$ cat src/design/assert_macros.svh
// Assertion helpers for the design folder.
`ifndef ASSERT_MACROS_SVH
`define ASSERT_MACROS_SVH

// Clocked implication check, disabled during reset.
`define CHECK_IMPLY(label, clk, rst, prop, msg) \
   label: assert property (@(posedge clk) disable iff (rst) (prop)) else $error(msg);

// Clocked check that is also live during reset.
`define CHECK_ALWAYS(label, clk, prop, msg) \
   label: assert property (@(posedge clk) (prop)) else $error(msg);

`endif

$ cat src/design/hmt_pkg.sv
package hmt_pkg;

   localparam int unsigned WindowSide = 3;
   localparam int unsigned CellCount  = WindowSide * WindowSide;
   localparam int unsigned CondCount  = 66;
   localparam int unsigned UncCount   = 87;
   localparam int unsigned UncStEnd   = 69;
   localparam int unsigned UncSkBegin = 37;

   typedef enum logic [1:0] {
      MODE_SHRINK = 2'd0,
      MODE_THIN   = 2'd1,
      MODE_SKEL   = 2'd2,
      MODE_ALT    = 2'd3
   } mode_type;

   localparam logic CSR_ADDR_MODE = 1'b0;

   typedef logic [8:0] cell_type;

   // Tables are written in reading order: leftmost digit is cell 0 (MSB of the
   // literal), so a neighborhood is flipped before it is compared.
   localparam cell_type AllCare = 9'b111111111;

   // Conditional patterns.
   localparam cell_type CondTab [CondCount] = '{
      9'b001010000, 9'b100010000, 9'b000010100, 9'b000010001,
      9'b000011000, 9'b010010000, 9'b000110000, 9'b000010010,
      9'b001011000, 9'b011010000, 9'b110010000, 9'b100110000,
      9'b000110100, 9'b000010110, 9'b000010011, 9'b000011001,
      9'b010011000, 9'b010110000, 9'b000110010, 9'b000011010,
      9'b001011001, 9'b111010000, 9'b100110100, 9'b000010111,
      9'b110011000, 9'b010011001, 9'b011110000, 9'b001011010,
      9'b011011000, 9'b110110000, 9'b000110110, 9'b000011011,
      9'b110011001, 9'b011110100,
      9'b111011000, 9'b011011001, 9'b111110000, 9'b110110100,
      9'b100110110, 9'b000110111, 9'b000011111, 9'b001011011,
      9'b111011001, 9'b111110100, 9'b100110111, 9'b001011111,
      9'b011011011, 9'b111111000, 9'b110110110, 9'b000111111,
      9'b111011011, 9'b011011111, 9'b111111100, 9'b111111001,
      9'b111110110, 9'b110110111, 9'b100111111, 9'b001111111,
      9'b111011111, 9'b111111101, 9'b111110111, 9'b101111111,
      9'b111111011, 9'b111111110, 9'b110111111, 9'b011111111
   };

   // Unconditional masks: required ones, and which cells are cared about.
   // 0..36 shrink/thin only, 37..68 shared, 69..86 skeleton only.
   localparam cell_type UncOne [UncCount] = '{
      9'b001010000, 9'b100010000, 9'b000010010, 9'b000011000,
      9'b001011000, 9'b011010000, 9'b110010000, 9'b100110000,
      9'b000110100, 9'b000010110, 9'b000010011, 9'b000011001,
      9'b011110000, 9'b110011000, 9'b010011001, 9'b001011010,
      9'b011010100, 9'b001011100, 9'b011011100, 9'b110010001,
      9'b100110001, 9'b110110001, 9'b001110100, 9'b001010110,
      9'b001110110, 9'b100011001, 9'b100010011, 9'b100011011,
      9'b110110000,
      9'b010111000, 9'b010111000, 9'b000111010, 9'b000111010,
      9'b010110010, 9'b010110010, 9'b010011010, 9'b010011010,
      9'b101010100, 9'b101010010, 9'b101010001, 9'b101010011,
      9'b101010110, 9'b101010101, 9'b101010111,
      9'b101010100, 9'b100011100, 9'b100010101, 9'b100011101,
      9'b101010101, 9'b101011100, 9'b101011101,
      9'b100010101, 9'b010010101, 9'b001010101, 9'b011010101,
      9'b101010101, 9'b110010101, 9'b111010101,
      9'b101010001, 9'b001110001, 9'b001010101, 9'b001110101,
      9'b101010101, 9'b101110001, 9'b101110101,
      9'b010011100, 9'b010110001, 9'b001110010, 9'b100011010,
      9'b000010001, 9'b000010100, 9'b001010000, 9'b100010000,
      9'b000010010, 9'b000011000, 9'b000110000, 9'b010010000,
      9'b010011000, 9'b010110000, 9'b000011010, 9'b000110010,
      9'b110110000, 9'b000011011,
      9'b010111000, 9'b010110010, 9'b000111010, 9'b010011010
   };

   localparam cell_type UncCare [UncCount] = '{
      AllCare, AllCare, AllCare, AllCare,
      AllCare, AllCare, AllCare, AllCare,
      AllCare, AllCare, AllCare, AllCare,
      AllCare, AllCare, AllCare, AllCare,
      AllCare, AllCare, AllCare, AllCare,
      AllCare, AllCare, AllCare, AllCare,
      AllCare, AllCare, AllCare, AllCare,
      9'b110110000,
      9'b011111011, 9'b110111110, 9'b110111110, 9'b011111011,
      9'b010111111, 9'b111111010, 9'b111111010, 9'b010111111,
      9'b101010111, 9'b101010111, 9'b101010111, 9'b101010111,
      9'b101010111, 9'b101010111, 9'b101010111,
      9'b101011101, 9'b101011101, 9'b101011101, 9'b101011101,
      9'b101011101, 9'b101011101, 9'b101011101,
      9'b111010101, 9'b111010101, 9'b111010101, 9'b111010101,
      9'b111010101, 9'b111010101, 9'b111010101,
      9'b101110101, 9'b101110101, 9'b101110101, 9'b101110101,
      9'b101110101, 9'b101110101, 9'b101110101,
      9'b011111110, 9'b110111011, 9'b011111110, 9'b110111011,
      AllCare, AllCare, AllCare, AllCare,
      AllCare, AllCare, AllCare, AllCare,
      AllCare, AllCare, AllCare, AllCare,
      9'b110110000, 9'b000011011,
      9'b010111000, 9'b010110010, 9'b000111010, 9'b010111010
   };

   function automatic cell_type flip(input cell_type x);
      cell_type r;
      for (int i = 0; i < CellCount; i++) r[i] = x[CellCount-1-i];
      return r;
   endfunction

   function automatic logic cond_in_mode(input int unsigned k, input logic [1:0] m);
      logic r;
      case (m)
         MODE_THIN: r = (k >= 16) && (k <= 61);
         MODE_SKEL: r = ((k >= 16) && (k <= 23)) || (k >= 34);
         default:   r = (k <= 15) || ((k >= 20) && (k <= 61));
      endcase
      return r;
   endfunction

   // Any conditional pattern of the mode equals the 3x3 neighborhood.
   function automatic logic cond_mark(input cell_type n, input logic [1:0] m);
      logic     hit;
      cell_type f;
      hit = 1'b0;
      f   = flip(n);
      for (int k = 0; k < CondCount; k++)
         if (cond_in_mode(k, m) && (f == CondTab[k])) hit = 1'b1;
      return hit;
   endfunction

   function automatic logic unc_hit(input cell_type marks, input logic [1:0] m);
      logic     hit;
      cell_type f;
      hit = 1'b0;
      f   = flip(marks);
      for (int k = 0; k < UncCount; k++) begin
         if ((m == MODE_SKEL) ? (k >= UncSkBegin) : (k < UncStEnd))
            if (((f ^ UncOne[k]) & UncCare[k]) == '0) hit = 1'b1;
      end
      return hit;
   endfunction

endpackage

$ cat src/design/hit_miss_thinning_pixel_core.sv
// Hit-or-miss shrink / thin / skeletonize, one pass for one pixel.
// Input channel: drive req_window (5x5 neighborhood, bit row*5+col, center bit 12)
// and req_outside_mask (3x3 mark positions lying outside the image), pulse start.
// busy is always low, so an item is accepted at every edge with start high.
// Result channel: rsp_valid strobes for one cycle, with rsp_new_pixel,
// rsp_centre_marked and rsp_changed. Each item passes the input register, then
// the result register; throughput 1 item per cycle; the pattern-matching logic
// sits between the two registers.
// The receiver cannot stall; every result must be taken in its strobe cycle.
// CSR: APB write of register 0 (mode) at byte address 0; pready is tied high.
// Mode 0 shrink, 1 thin, 2 skeletonize, 3 behaves as shrink.
// Reset (synchronous, active high) clears mode to shrink and drops any
// in-flight item.
`include "assert_macros.svh"
module hit_miss_thinning_pixel_core
   import hmt_pkg::*;
#(
   parameter int unsigned WINDOW_SIDE = WindowSide
) (
   input  logic                                         clock,
   input  logic                                         reset,
   input  logic                                         start,
   output logic                                         busy,
   input  logic [(WINDOW_SIDE+2)*(WINDOW_SIDE+2)-1:0]  req_window,
   input  logic [WINDOW_SIDE*WINDOW_SIDE-1:0]          req_outside_mask,
   output logic                                         rsp_valid,
   output logic                                         rsp_new_pixel,
   output logic                                         rsp_centre_marked,
   output logic                                         rsp_changed,
   input  logic                                         psel,
   input  logic                                         penable,
   input  logic                                         pwrite,
   input  logic [0:0]                                   paddr,
   input  logic [31:0]                                  pwdata,
   output logic [31:0]                                  prdata,
   output logic                                         pready
);

   localparam int unsigned FullSide  = WINDOW_SIDE + 2;
   localparam int unsigned Cells     = WINDOW_SIDE * WINDOW_SIDE;
   localparam int unsigned CentreBit = (FullSide / 2) * FullSide + FullSide / 2;
   localparam int unsigned CentrePos = (WINDOW_SIDE / 2) * WINDOW_SIDE + WINDOW_SIDE / 2;

   logic [1:0]                  mode_ff;
   logic                        in_valid_ff;
   logic [FullSide*FullSide-1:0] win_ff;
   logic [Cells-1:0]            out_ff;
   logic                        valid_ff;
   logic                        new_ff, mark_ff, chg_ff;
   logic [Cells-1:0]            marks;
   logic                        centre, cmark, hit, keep;
   logic                        csr_wr;

   assign busy   = 1'b0;
   assign pready = 1'b1;
   assign csr_wr = psel & penable & pwrite;
   assign prdata = (paddr == CSR_ADDR_MODE) ? {30'd0, mode_ff} : '0;

   always_ff @(posedge clock) begin
      if (reset) begin
         mode_ff     <= MODE_SHRINK;
         in_valid_ff <= 1'b0;
         valid_ff    <= 1'b0;
      end else begin
         if (csr_wr && paddr == CSR_ADDR_MODE) mode_ff <= pwdata[1:0];
         in_valid_ff <= start;
         valid_ff    <= in_valid_ff;
      end
      win_ff  <= req_window;
      out_ff  <= req_outside_mask;
      new_ff  <= keep;
      mark_ff <= cmark;
      chg_ff  <= centre & ~keep;
   end

   always_comb begin
      cell_type n;
      n = '0;
      for (int pr = 0; pr < WINDOW_SIDE; pr++) begin
         for (int pc = 0; pc < WINDOW_SIDE; pc++) begin
            for (int k = 0; k < WINDOW_SIDE; k++)
               for (int l = 0; l < WINDOW_SIDE; l++)
                  n[k*WINDOW_SIDE+l] = win_ff[(pr+k)*FullSide + pc + l];
            marks[pr*WINDOW_SIDE+pc] = ~out_ff[pr*WINDOW_SIDE+pc] & cond_mark(n, mode_ff);
         end
      end
   end

   assign centre = win_ff[CentreBit];
   assign cmark  = marks[CentrePos];
   assign hit    = unc_hit(marks, mode_ff);
   assign keep   = centre & (~cmark | hit);

   assign rsp_valid         = valid_ff;
   assign rsp_new_pixel     = new_ff;
   assign rsp_centre_marked = mark_ff;
   assign rsp_changed       = chg_ff;

   `CHECK_IMPLY(a_lat, clock, reset, start |=> ##1 rsp_valid, "result missing")
   `CHECK_IMPLY(a_chg, clock, reset, rsp_changed |-> !rsp_new_pixel, "changed but kept")
   `CHECK_ALWAYS(a_busy, clock, !busy, "busy raised")

endmodule
$ cat config.mk
export PLATFORM = sky130hd
export DESIGN_NAME = hit_miss_thinning_pixel_core
export DESIGN_NICKNAME = d
export VERILOG_FILES = /design/src/design/hmt_pkg.sv /design/src/design/hit_miss_thinning_pixel_core.sv
export VERILOG_INCLUDE_DIRS = /design/src /design/src/design
export SDC_FILE = /design/constraint.sdc
export NUM_CORES = 1
export LEC_CHECK = 0
export BUFFER_PORTS_ARGS = -buffer_cell sky130_fd_sc_hd__buf_2
export CAP_MARGIN = 20
export CORE_MARGIN = 5
export CORE_UTILIZATION = 35
export DETAILED_ROUTE_END_ITERATION = 10
export GPL_TIMING_DRIVEN = 1
export PLACE_DENSITY = 0.61
export RECOVER_POWER = 25
export SLEW_MARGIN = 0
export SYNTH_ARGS = -nofsm -noshare
export SYNTH_HDL_FRONTEND = slang
export SYNTH_SLANG_ARGS = --single-unit
$ cat constraint.sdc
create_clock -name clock -period 7.8 [get_ports clock]
set_input_delay 1.56 -clock clock [delete_from_list [all_inputs] [get_ports clock]]
set_output_delay 1.56 -clock clock [all_outputs]
set_load 0.01 [all_outputs]
-- Yosys cells after proc, flatten, opt, wreduce, memory -nomap -nowiden
Index checks and enable logic that the tools add are counted.
- register bits: 41
- input bits: 73
- output and inout bits: 38
- equality and inequality tests: 596
- multiplexer cells: 741
- bitwise logic cells: 93
- reduce and logical (&&, ||, !) cells: 390
- operator list (cell ; number):
    $eq A9 B9 Y1 const B ; 270
    $eq A9 B8 Y1 const B ; 108
    $eq A9 B5 Y1 const B ; 99
    $mux W1 ; 740
    $logic_not A9 Y1 ; 82
    $eq A9 B7 Y1 const B ; 63
    $eq A9 B6 Y1 const B ; 54
    $logic_and A1 B1 Y1 ; 307
    $not A4 Y4 ; 30
    $not A5 Y5 ; 13
    $not A3 Y3 ; 12
    $not A6 Y6 ; 4
    $not A2 Y2 ; 8
    $and A1 B1 Y1 ; 13
    $not A1 Y1 ; 12
    $eq A2 B1 Y1 const B ; 1
    $eq A2 B2 Y1 const B ; 1
    $mux W2 ; 1
    $reduce_or A2 Y1 ; 1
    $or A1 B1 Y1 ; 1

-- Depth between registers and ports, before layout
Gate-level depths: netlist of the first run.
- word-level depth: 219
- mapped depth: 16
- gate-level depth less buffers: 14

-- Worst setup path before layout of the first run
No wires, ideal clock.
- path type: input to output
- start point: input port paddr
- end point: output port prdata[1]
- arrival: 1.738 ns
- path slack: 4.502 ns
- cell stages on the path: 1
- buffers on the path: 0
- cell sequence: nor2b_1
- word-level cells in the longest chain between the ends: 1
- ends and longest elaborated chain (item ; line ; RTL):
    start: declaration ; hit_miss_thinning_pixel_core.sv:33 ; input logic [0:0] paddr,
    $mux W2 ; hit_miss_thinning_pixel_core.sv:57 ; assign prdata = (paddr == CSR_ADDR_MODE) ? {30'd0, mode_ff} : '0;
    end: declaration ; hit_miss_thinning_pixel_core.sv:35 ; output logic [31:0] prdata,
No other way between the ends.

-- Worst setup path after layout of the first run
- start point: register win_ff[12]
- end point: register new_ff, in the netlist rsp_new_pixel
- word-level cells in the longest chain between the ends: 215
- elaborated cells on any way between the ends: 1797
- classes of those cells: 594 x eq/ne; 736 x mux; 79 x bitwise; 388 x reduce/logical
- ends and longest elaborated chain (item ; line ; RTL):
    start: declaration ; hit_miss_thinning_pixel_core.sv:46 ; logic [FullSide*FullSide-1:0] win_ff;
    start signal: assignment ; hit_miss_thinning_pixel_core.sv:69 ; win_ff <= req_window;
    $eq A9 B7 Y1 ; hmt_pkg.sv:125 ; if (cond_in_mode(k, m) && (f == CondTab[k])) hit = 1'b1;
    $logic_and A1 B1 Y1 ; hmt_pkg.sv:125 ;
    $mux W1 (66 in a row) ; hmt_pkg.sv:125 ;
    $and A1 B1 Y1 ; hit_miss_thinning_pixel_core.sv:84 ; marks[pr*WINDOW_SIDE+pc] = ~out_ff[pr*WINDOW_SIDE+pc] & cond_mark(n, mode_ff);
    $not A2 Y2 (no line) ; -- ;
    $logic_not A9 Y1 ; hmt_pkg.sv:136 ; if (((f ^ UncOne[k]) & UncCare[k]) == '0) hit = 1'b1;
    $mux W1 ; hmt_pkg.sv:136 ;
    $mux W1 ; hmt_pkg.sv:135 ; if ((m == MODE_SKEL) ? (k >= UncSkBegin) : (k < UncStEnd))
    [... 135 more ...] ; -- ;
    $mux W1 ; hmt_pkg.sv:135 ;
    $mux W1 ; hmt_pkg.sv:136 ;
    $mux W1 ; hmt_pkg.sv:135 ;
    $mux W1 ; hmt_pkg.sv:136 ;
    $mux W1 ; hmt_pkg.sv:135 ;
    $or A1 B1 Y1 ; hit_miss_thinning_pixel_core.sv:92 ; assign keep = centre & (~cmark | hit);
    $and A1 B1 Y1 * ; hit_miss_thinning_pixel_core.sv:92 ;
    via keep ; hit_miss_thinning_pixel_core.sv:51 ; logic centre, cmark, hit, keep;
    end signal: assignment ; hit_miss_thinning_pixel_core.sv:71 ; new_ff <= keep;
    end: declaration ; hit_miss_thinning_pixel_core.sv:49 ; logic new_ff, mark_ff, chg_ff;
The timed path passes the listed nets; every way through them passes the cells marked *.
A chain may end at the register's enable or synchronous reset.

==> results of run 1 <==
how the worst max path moves through the flow:
stage	start	to	depth (start not counted)
2_1_floorplan	paddr	prdata[1]	1
3_3_place_gp	win_ff[12]$_DFF_P_	rsp_new_pixel$_DFF_P_	12
3_5_place_dp	win_ff[12]$_DFF_P_	rsp_new_pixel$_DFF_P_	12
4_1_cts	win_ff[12]$_DFF_P_	rsp_new_pixel$_DFF_P_	12
5_1_grt	win_ff[12]$_DFF_P_	rsp_changed$_DFF_P_	12
6_report	win_ff[12]$_DFF_P_	rsp_new_pixel$_DFF_P_	12
stage by stage:
stage	instances	cell area [sq um]	setup WS (ns)	hold WS, ns	total power, uW
after global routing	1132	6640	2.96	0.479	832
final	1132	6640	3.26	0.445	793
after CTS	1132	6640	3.36	0.453	791
after floorplan	965	6630	4.50	0.414	458
after detailed placement	1124	6450	3.41	0.438	502
after global placement	1124	6450	3.37	0.420	502
cells in the final DEF, fill, tap and decap left out, drive strengths merged, types with 9 or more instances in the layout:
cell     netlist  layout
a2111oi       15      15
a211oi        19      19
a21oi         39      39
a31oi         12      12
and3          10      10
buf          120      63
conb           2      32
dfxtp         41      41
inv           19      20
nand2         70      70
nand2b        36      36
nand3         29      29
nand3b         9       9
nand4         30      30
nor2          68      68
nor2b         33      33
nor3          40      40
nor3b          9       9
nor4          33      33
o2111ai       12      12
o211ai        14      14
o21ai         35      35
o22ai         11      11
o31ai         12      12
o32ai         10      10
or2           13      13
or4           10      10
xnor2         15      15
sequential cells by signal, summed over array words and instances, names as in the netlist:
signal	count
in_valid_ff	1
mode_ff	2
out_ff	9
rsp_centre_marked	1
rsp_changed	1
rsp_new_pixel	1
rsp_valid	1
win_ff	25
worst register-to-register path, delay by kind of cell, from the launching register on:
kind            cells  cell delay [ns]
compound gates      8             2.21
xor+xnor            1             0.22
buf+inv             1             0.54
flops               1             0.84
simple gates        2             0.60
per-layer routing:
metal / wire length, um / up-vias
met5: 0 / -
met4: 575 / 0
met3: 2590 / 51
met2: 9860 / 531
met1: 9450 / 3451
li1: - / 3443
power groups by stage:
| stage | sequential [uW] | clock (uW) | combinational, uW |
|---|---|---|---|
| detailed placement | 250 | 0 | 252 |
| global placement | 250 | 0 | 252 |
| floorplan | 232 | 0 | 226 |
| finish | 247 | 285 | 261 |
| global route | 249 | 302 | 282 |
| CTS | 245 | 293 | 253 |
cell families after synthesis:
kind of cell / count (synthesis) / synth area share (%)
fa+ha+maj: 2 / 0.365
mux: 9 / 1.42
buf+inv: 157 / 13.9
xor+xnor: 23 / 3.09
compound gates: 266 / 31.0
simple gates: 435 / 37.5
other cells: 2 / 0.115
flops: 41 / 12.6
final cells by class:
type	count	area, sq um	share of cell area (%)
clock buffers	5	125	1.88
inverters	19	71.3	1.07
well taps	234	293	4.41
clock inverters	3	68.8	1.04
flip-flops and latches	41	826	12.4
multi-input cells	767	4900	73.8
repair buffers	63	353	5.31
==> results.toml, run 1 <==
[logic_synthesis]
yosysMostFrequentCell = "sky130_fd_sc_hd__nand2_1"
largest_area_contributor_in_the_netlist = "sky130_fd_sc_hd__dfxtp_1"
dominantRegCellSynth = "sky130_fd_sc_hd__dfxtp_1"
ys_async_sr_fraction_pct = 0
yosys_register_bits = 41
synthesis.area_per_instance_sq_um = 6.97
synth_cell_types = 96
synth_commonest_cells = "sky130_fd_sc_hd__nand2_1 (70), sky130_fd_sc_hd__nor2_1 (68), sky130_fd_sc_hd__buf_2 (61), sky130_fd_sc_hd__buf_4 (46), sky130_fd_sc_hd__dfxtp_1 (41)"
synth_top_cell_area_share_pct = 12.6
ys_seq_area_share_pct = 12.6
yosysWarnings = 0
postSynthCellCount = 935
mappedNetlistArea_sq_mm = 0.00652
synth-edff-count = 0
netlist_top_cells_area = "sky130_fd_sc_hd__dfxtp_1 (13%), sky130_fd_sc_hd__buf_4 (5.3%), sky130_fd_sc_hd__buf_2 (4.7%), sky130_fd_sc_hd__nand2_1 (4.0%), sky130_fd_sc_hd__nor2_1 (3.9%)"

[grt]
grt-busiest-layer = "met2"
grt_start_max_net_pins = 66
grt.met1_usage_pct = 27.5
number_of_antenna_violations_at_the_first_check_in_global_routing = 0
met2_usage_pct = 30.4
via_count_of_the_first_global_routing_pass = 6652
grt_first_pass_wirelength_mm = 35.9
grt_util_met3_pct = 4.72
grt.total_usage_pct = 19.9
overflow = 0

[detailed_routing]
num_vias = 7476
iteration_0_drc_count_of_the_detailed_router = 995
wl_per_cell_um = 19.9
drt_pre_antenna_iters = 5
wl_mm = 22.5
number_of_remaining_drc_errors = 0
routed_via_density = 6.60
antenna_violating_nets_post_route = 0

[die]
floorplan.initialDensity_pct = 35.2
fp-row-count = 50
placeableCoreArea_sq_mm = 0.0185
floorplan.die_area_sq_mm = 0.0215
count_of_boundary_i_o_pins = 111
floorplan.die.height_um = 147
die_x_um = 147

[worst_setup_path]
timing.critical_path.slowest_stage_cell = "sky130_fd_sc_hd__dfxtp_2"
rr_worst_depth = 12
worst-path-max-fanout = 44
cpMostUsedCell = "sky130_fd_sc_hd__a31oi_1"
cp.required_ns = 7.96
timing.critical_path.slowest_cell_delay_ns = 0.84
timing.critical_path.from_type = "flip-flop"
critical-path-top-delay-family = "compound AO/OA/AOI/OAI gates"
criticalPathCategory = "reg2reg"
r2r_end = "rsp_new_pixel$_DFF_P_"
reg_to_reg_setup_timing_slack_ns = 3.26
critical_path_endpoint_category = "flip-flop"
worstReg2RegStart = "win_ff[12]$_DFF_P_"
crit_buf_inv = 1
timing.critical_path.cells = "buf_4 > xor2_1 > a41oi_1 > a2111oi_2 > nor4_1 > a31oi_1 > o21bai_1 > nor2_1 > o311ai_1 > o211ai_1 > a311oi_2 > a31oi_1"
critical_path_arrival_ns = 4.69

[run_status]
outcome = "completed"

[clocking]
ctsLongestPathBuffers = 2
post-cts-setup-buffer-count = 0
post_cts_resized = 0
post_cts_hold_buffer_count = 0
cts_htree_levels = 2
number_of_buffers_created_by_cts = 5
cts.sink_count = 41
cts.clk_slew.worst_paths_ns = 0.07
worst_skew_pair.late_latency_ns = 0.31
clk_root_buffer_cell = "sky130_fd_sc_hd__clkbuf_16"
cts_tree = "yes"

[min_path]
hold_path_origin = "in_valid_ff$_SDFF_PP0_"
hold-path-cell-count = 1
worstHoldPathType = "reg2reg"
min_to = "rsp_valid$_SDFF_PP0_"

[final_layout]
flow.area_growth_from_synthesis_pct = 1.82
count_of_inserted_antenna_diode_cells = 0
fin_util_pct = 35.9
fillCellCount = 1985
layout.nets = 971
post_route_cells_drive_above_1_share_pct = 12.0

[sta]
post-route-min-period_ns = 4.54
final.setup_skew_ns = 0.00372
setup_violations = 0
fmax_mhz = 220
finalHoldViolations = 0
worst_pin_slew_ns = 1.09
slew_headroom_pct = 27.0
grt_setup_unrepaired = "no"
timing.setup.tns_ns = 0
min_period_over_period_pct = 58.2
slew_viol_final = 0

[power_and_ir_drop]
cell_internal_pwr_uw = 493
powerDensity_mw_per_mm2 = 119
share_comb_of_total_power_pct = 32.9
vdd.ir_drop.worst_mv = 0.0969
sequentialPowerShare_pct = 31.1
sw_share_pct = 37.8
p_clk_share_pct = 35.9
cellLeakagePower_uw = 0.00222
net-switching-power_uw = 300

[placement]
place.detailed.hpwl_mm = 14.7
numPortBuffers = 48
gp_congestion = 0.976

[job]
drv_cap = 0
No activity file was read; power rests on OpenSTA's default activity.
==> run 2, diff against run 1 <==
Clock period 7.8 ns to 4.3 ns, I/O delays scaled along.
==> results.toml, run 2 (same netlist as run 1, synthesis figures left out) <==
[run_status]
outcome = "completed"

[power_and_ir_drop]
cellLeakagePower_uw = 0.00242
vdd.ir_drop.worst_mv = 0.158
powerDensity_mw_per_mm2 = 196
design_power_total_uw = 1360

[final_layout]
count_of_inserted_antenna_diode_cells = 0
combined_area_of_the_multi_input_logic_cells_sq_mm = 0.00490
largest_register = "win_ff"
layout.nets = 1013
max_reg_flops = 25
flow.area_growth_from_synthesis_pct = 6.60
fillCellCount = 1969
top_regs = "win_ff: 25 flops, out_ff: 9 flops, mode_ff: 2 flops"
layout_common_cells = "sky130_fd_sc_hd__nand2_1 (70), sky130_fd_sc_hd__nor2_1 (68), sky130_fd_sc_hd__buf_4 (54)"
layout_commonest_cell = "sky130_fd_sc_hd__nand2_1"
layout.area.seq_sq_um = 828
post_route_cells_drive_above_1_share_pct = 16.0

[die]
count_of_boundary_i_o_pins = 111
fp-row-count = 50
floorplan.initialDensity_pct = 35.2
placeableCoreArea_sq_mm = 0.0185
die_x_um = 147
floorplan.die.height_um = 147
floorplan.die_area_sq_mm = 0.0215

[grt]
grt.total_usage_pct = 20.7
overflow = 0
number_of_antenna_violations_at_the_first_check_in_global_routing = 0
grt_start_max_net_pins = 48
grt_first_pass_wirelength_mm = 37.0
via_count_of_the_first_global_routing_pass = 6777

[detailed_routing]
antenna_violating_nets_post_route = 0
number_of_remaining_drc_errors = 0
wl_mm = 23.4
iteration_0_drc_count_of_the_detailed_router = 1029
routed_via_density = 6.48
num_vias = 7609
drt_pre_antenna_iters = 6
wl_per_cell_um = 19.9

[clocking]
cts_htree_levels = 2
worst_skew_pair.late_latency_ns = 0.31
number_of_buffers_created_by_cts = 5
ctsLongestPathBuffers = 2
clk_root_buffer_cell = "sky130_fd_sc_hd__clkbuf_16"
cts.sink_count = 41
post_cts_hold_buffer_count = 0
cts.clk_slew.worst_paths_ns = 0.07
cts_tree = "yes"

[placement]
numPortBuffers = 48
pre_cts_ws_ns = 0.393
place.detailed.hpwl_mm = 16.5
gp_congestion = 0.957

[sta]
hold-worst-slack_ns = 0.436
setup_violations = 0
slew_headroom_pct = 35.9
finalWorstSetupSlack_ns = 0.309
post-route-min-period_ns = 3.99
timing.setup.tns_ns = 0
final.setup_skew_ns = 0.00851
worst_pin_slew_ns = 0.958
fmax_mhz = 251
slew_viol_final = 0
grt_setup_unrepaired = "no"
finalHoldViolations = 0
min_period_over_period_pct = 92.8

[worst_setup_path]
cp.required_ns = 4.48
worst-path-max-fanout = 22
criticalPathCategory = "reg2reg"
timing.critical_path.from_type = "flip-flop"
critical_path_endpoint_category = "flip-flop"
critical_path_arrival_ns = 4.17

[min_path]
worstHoldPathType = "reg2reg"

[job]
drv_cap = 0
[run 2: cell types whose count changed in the layout (fill, tap and decap cells not counted)]
| cell | previous run | this run |
|---|---|---|
| sky130_fd_sc_hd__buf_12 | 0 | 3 |
| sky130_fd_sc_hd__buf_4 | 15 | 54 |
| sky130_fd_sc_hd__bufinv_16 | 2 | 0 |
| sky130_fd_sc_hd__clkinv_4 | 0 | 1 |
| sky130_fd_sc_hd__clkinvlp_4 | 0 | 1 |
| sky130_fd_sc_hd__dfxtp_2 | 4 | 3 |
| sky130_fd_sc_hd__dfxtp_4 | 0 | 1 |
[run 2: power by group]
part | internal (uW) | switching [uW] | leakage, uW
Sequential | 401 | 74.0 | 0.000345
Combinational | 186 | 298 | 0.00200
Clock | 219 | 186 | 0.0000704
[run 2: repair_timing]
item | CTS | global route
buffers inserted | 0 | 0
resized for setup | 0 | 1
setup endpoints to repair | 0 | 2
[run 2: layout make-up]
| class | count | area share [%] |
|---|---|---|
| Clock inverter | 3 | 0.360 |
| Timing Repair Buffer | 105 | 10.2 |
| Clock buffer | 5 | 1.80 |
| Tap cell | 234 | 4.21 |
| Inverter | 19 | 1.03 |
| Multi-Input combinational cell | 767 | 70.5 |
| Sequential cell | 41 | 11.9 |
[run 2: stage by stage]
stage                     util (%)  cells  area [sq um]
after floorplan                  -    965          6630
after global placement        36.7   1166          6800
after detailed placement      36.7   1166          6800
after CTS                     37.5   1174          6950
after global routing          37.5   1174          6950
final                         37.5   1174          6950
[run 2: per-layer routing]
metal / track usage (%) / share of wire (%) / up-vias
li1: - / - / 3527
met1: 28.8 / 42 / 3517
met2: 31.7 / 44 / 519
met3: 4.53 / 11 / 46
met4: 7.15 / 2.7 / 0
met5: 0 / 0 / -
[run 2: worst paths after layout]
path / from / endpoint / slack (ns) / depth (start not counted)
max: win_ff[2]$_DFF_P_ / rsp_new_pixel$_DFF_P_ / 0.31 / 11
min: in_valid_ff$_SDFF_PP0_ / rsp_valid$_SDFF_PP0_ / 0.44 / 1
max reg2reg: win_ff[2]$_DFF_P_ / rsp_new_pixel$_DFF_P_ / 0.31 / 11
min reg2reg: in_valid_ff$_SDFF_PP0_ / rsp_valid$_SDFF_PP0_ / 0.44 / 1
[run 2: critical path, stage by stage (launching register included)]
cell	delay, ns
sky130_fd_sc_hd__dfxtp_1	0.80
sky130_fd_sc_hd__and2b_1	0.24
sky130_fd_sc_hd__a2bb2oi_1	0.21
sky130_fd_sc_hd__o32ai_1	0.09
sky130_fd_sc_hd__a2111oi_0	0.46
sky130_fd_sc_hd__a311oi_1	0.25
sky130_fd_sc_hd__nor2_1	0.78
sky130_fd_sc_hd__nand2_1	0.17
sky130_fd_sc_hd__a22o_1	0.26
sky130_fd_sc_hd__a221o_1	0.38
sky130_fd_sc_hd__o31ai_1	0.10
sky130_fd_sc_hd__a31oi_1	0.13
==> run 3, diff against run 2 <==
Settings changed: ABC_AREA set to 1.
==> results.toml, run 3 <==
[worst_setup_path]
critical_path_endpoint_category = "flip-flop"
worstReg2RegStart = "win_ff[12]$_DFF_P_"
crit_path_start = "win_ff[12]$_DFF_P_"
critical_path_arrival_ns = 3.94
worst-path-max-fanout = 11
cp.required_ns = 4.50
timing.critical_path.from_type = "flip-flop"
criticalPathCategory = "reg2reg"

[die]
fp-row-count = 51
floorplan.die.height_um = 150
placeableCoreArea_sq_mm = 0.0194
die_x_um = 150
count_of_boundary_i_o_pins = 111
floorplan.die_area_sq_mm = 0.0225
floorplan.initialDensity_pct = 35.4

[power_and_ir_drop]
cellLeakagePower_uw = 0.00396
design_power_total_uw = 1320
vdd.ir_drop.worst_mv = 0.207
powerDensity_mw_per_mm2 = 176

[clocking]
post_cts_resized = 0
worst_skew_pair.late_latency_ns = 0.30
cts_tree = "yes"
cts.sink_count = 41
post-cts-setup-buffer-count = 0
ctsLongestPathBuffers = 2
cts.clk_slew.worst_paths_ns = 0.07
number_of_buffers_created_by_cts = 5
post_cts_hold_buffer_count = 0
clk_root_buffer_cell = "sky130_fd_sc_hd__clkbuf_16"
cts_htree_levels = 2

[logic_synthesis]
postSynthCellCount = 1462
synth_top_cell_area_share_pct = 30.8
yosys_register_bits = 41
synthesis.area_per_instance_sq_um = 4.69
ys_seq_area_share_pct = 12.0
synth_commonest_cells = "sky130_fd_sc_hd__nand2_1 (563), sky130_fd_sc_hd__nor2_1 (372), sky130_fd_sc_hd__nand3_1 (134), sky130_fd_sc_hd__inv_1 (98), sky130_fd_sc_hd__o21ai_0 (44)"
netlist_top_cells_area = "sky130_fd_sc_hd__nand2_1 (31%), sky130_fd_sc_hd__nor2_1 (20%), sky130_fd_sc_hd__dfxtp_1 (12%), sky130_fd_sc_hd__nand3_1 (9.8%), sky130_fd_sc_hd__inv_1 (5.4%)"
synth-edff-count = 0
yosysWarnings = 0
ys_async_sr_fraction_pct = 0
dominantRegCellSynth = "sky130_fd_sc_hd__dfxtp_1"
largest_area_contributor_in_the_netlist = "sky130_fd_sc_hd__nand2_1"
synth_cell_types = 39
yosysMostFrequentCell = "sky130_fd_sc_hd__nand2_1"
mappedNetlistArea_sq_mm = 0.00686

[min_path]
hold_path_origin = "in_valid_ff$_SDFF_PP0_"
worstHoldPathType = "reg2reg"

[sta]
timing.setup.tns_ns = 0
fmax_mhz = 268
hold-worst-slack_ns = 0.404
setup_violations = 0
post-route-min-period_ns = 3.73
min_period_over_period_pct = 86.9
worst_pin_slew_ns = 0.631
final.setup_skew_ns = 0.00690
slew_headroom_pct = 57.8
grt_setup_unrepaired = "no"
finalHoldViolations = 0
slew_viol_final = 0

[detailed_routing]
drt_pre_antenna_iters = 7
antenna_violating_nets_post_route = 0
num_vias = 9355
number_of_remaining_drc_errors = 0
wl_per_cell_um = 14.2
routed_via_density = 5.27
iteration_0_drc_count_of_the_detailed_router = 876
wl_mm = 25.2

[final_layout]
flow.area_growth_from_synthesis_pct = 9.54
top_regs = "win_ff: 25 flops, out_ff: 9 flops, mode_ff: 2 flops"
largest_register = "win_ff"
finish.instance_area_sq_mm = 0.00752
layout_common_cells = "sky130_fd_sc_hd__nand2_1 (563), sky130_fd_sc_hd__nor2_1 (372), sky130_fd_sc_hd__nand3_1 (134)"
layout_commonest_cell = "sky130_fd_sc_hd__nand2_1"
max_reg_flops = 25
finish.cell_count_without_fillers = 1775
layout.nets = 1583
count_of_inserted_antenna_diode_cells = 0
post_route_cells_drive_above_1_share_pct = 7.48

[grt]
grt.total_usage_pct = 22.1
grt_start_max_net_pins = 18
overflow = 0
via_count_of_the_first_global_routing_pass = 8269
number_of_antenna_violations_at_the_first_check_in_global_routing = 0
grt_first_pass_wirelength_mm = 40.6

[placement]
dpl_cell_area_sq_mm = 0.00735
gp_congestion = 1.01
numPortBuffers = 48
dpl.cell_count = 1767
place.detailed.hpwl_mm = 19.7

[run_status]
outcome = "completed"

[job]
drv_cap = 0
run 3: cell count changes after synthesis, sizes merged, moves of 24 or more:
cell,change
inv,+85
buf,-57
nand2b,-36
nor2,+311
nand3,+105
nand2,+500
nor3,-24
nor2b,-33
nor4,-32
run 3: path summary, 6_finish.rpt:
| path | to | slack (ns) | depth (start not counted) |
|---|---|---|---|
| setup / recovery | rsp_changed$_DFF_P_ | 0.57 | 18 |
| setup reg to reg | rsp_changed$_DFF_P_ | 0.57 | 18 |
| hold / removal | rsp_valid$_SDFF_PP0_ | 0.40 | 2 |
| hold reg to reg | rsp_valid$_SDFF_PP0_ | 0.40 | 2 |
run 3: routing by layer:
layer  GRT usage, %  part of all wire (%)  routed length, um  up-vias
li1               -                     -                  -     4642
met1           30.1                    43              10900     4083
met2           34.6                    43              10700      561
met3           3.45                    10               2610       69
met4           9.19                   3.9                981        0
met5              0                     0                  0        -
run 3: through the flow:
| step | utilization, % | setup WS, ns |
|---|---|---|
| 2_1_floorplan | - | 1.53 |
| 3_3_place_gp | 37.9 | 0.696 |
| 3_5_place_dp | 37.9 | 0.654 |
| 4_1_cts | 38.8 | 0.652 |
| 5_1_grt | 38.8 | 0.227 |
| 6_report | 38.8 | 0.565 |
run 3: worst max-delay path, stage by stage, from the launching register on:
cell and delay [ns]:
sky130_fd_sc_hd__dfxtp_1 0.63, sky130_fd_sc_hd__inv_1 0.35, sky130_fd_sc_hd__nor2_1 0.55, sky130_fd_sc_hd__nand2_1 0.15, sky130_fd_sc_hd__inv_1 0.10, sky130_fd_sc_hd__nand2_1 0.06, sky130_fd_sc_hd__nand3_1 0.07, sky130_fd_sc_hd__nor2_1 0.05
sky130_fd_sc_hd__nor2_1 0.11, sky130_fd_sc_hd__o21ai_0 0.10, sky130_fd_sc_hd__nand3_1 0.13, sky130_fd_sc_hd__nand2_1 0.22, sky130_fd_sc_hd__nor2_1 0.42, sky130_fd_sc_hd__nand2_1 0.10, sky130_fd_sc_hd__o21ai_0 0.10, sky130_fd_sc_hd__nand2_1 0.07
sky130_fd_sc_hd__a31oi_1 0.18, sky130_fd_sc_hd__nor2_1 0.09, sky130_fd_sc_hd__and2_1 0.15
run 3: where the power goes:
group	internal, uW	switching [uW]	leakage (uW)
Clock	275	184	0.0000800
Combinational	116	311	0.00353
Sequential	400	36.0	0.000344
run 3: cells by family (layout without fill, tap and decap cells):
group,count (synthesis),after routing,share of synthesized area [%]
compound gates,108,108,8.81
xor+xnor,1,1,0.128
fa+ha+maj,1,1,0.182
buf+inv,179,197,12.3
flops,41,41,12.0
other cells,2,32,0.109
simple gates,1130,1130,66.5
run 3: layout make-up:
cell class | instances | area, sq um
clock buffer | 5 | 125
clock inverter | 3 | 46.3
fill | 2214 | 11900
inverter | 110 | 413
multi-input combinational | 1272 | 5310
sequential | 41 | 821
tap | 265 | 332
timing repair buffer | 79 | 473
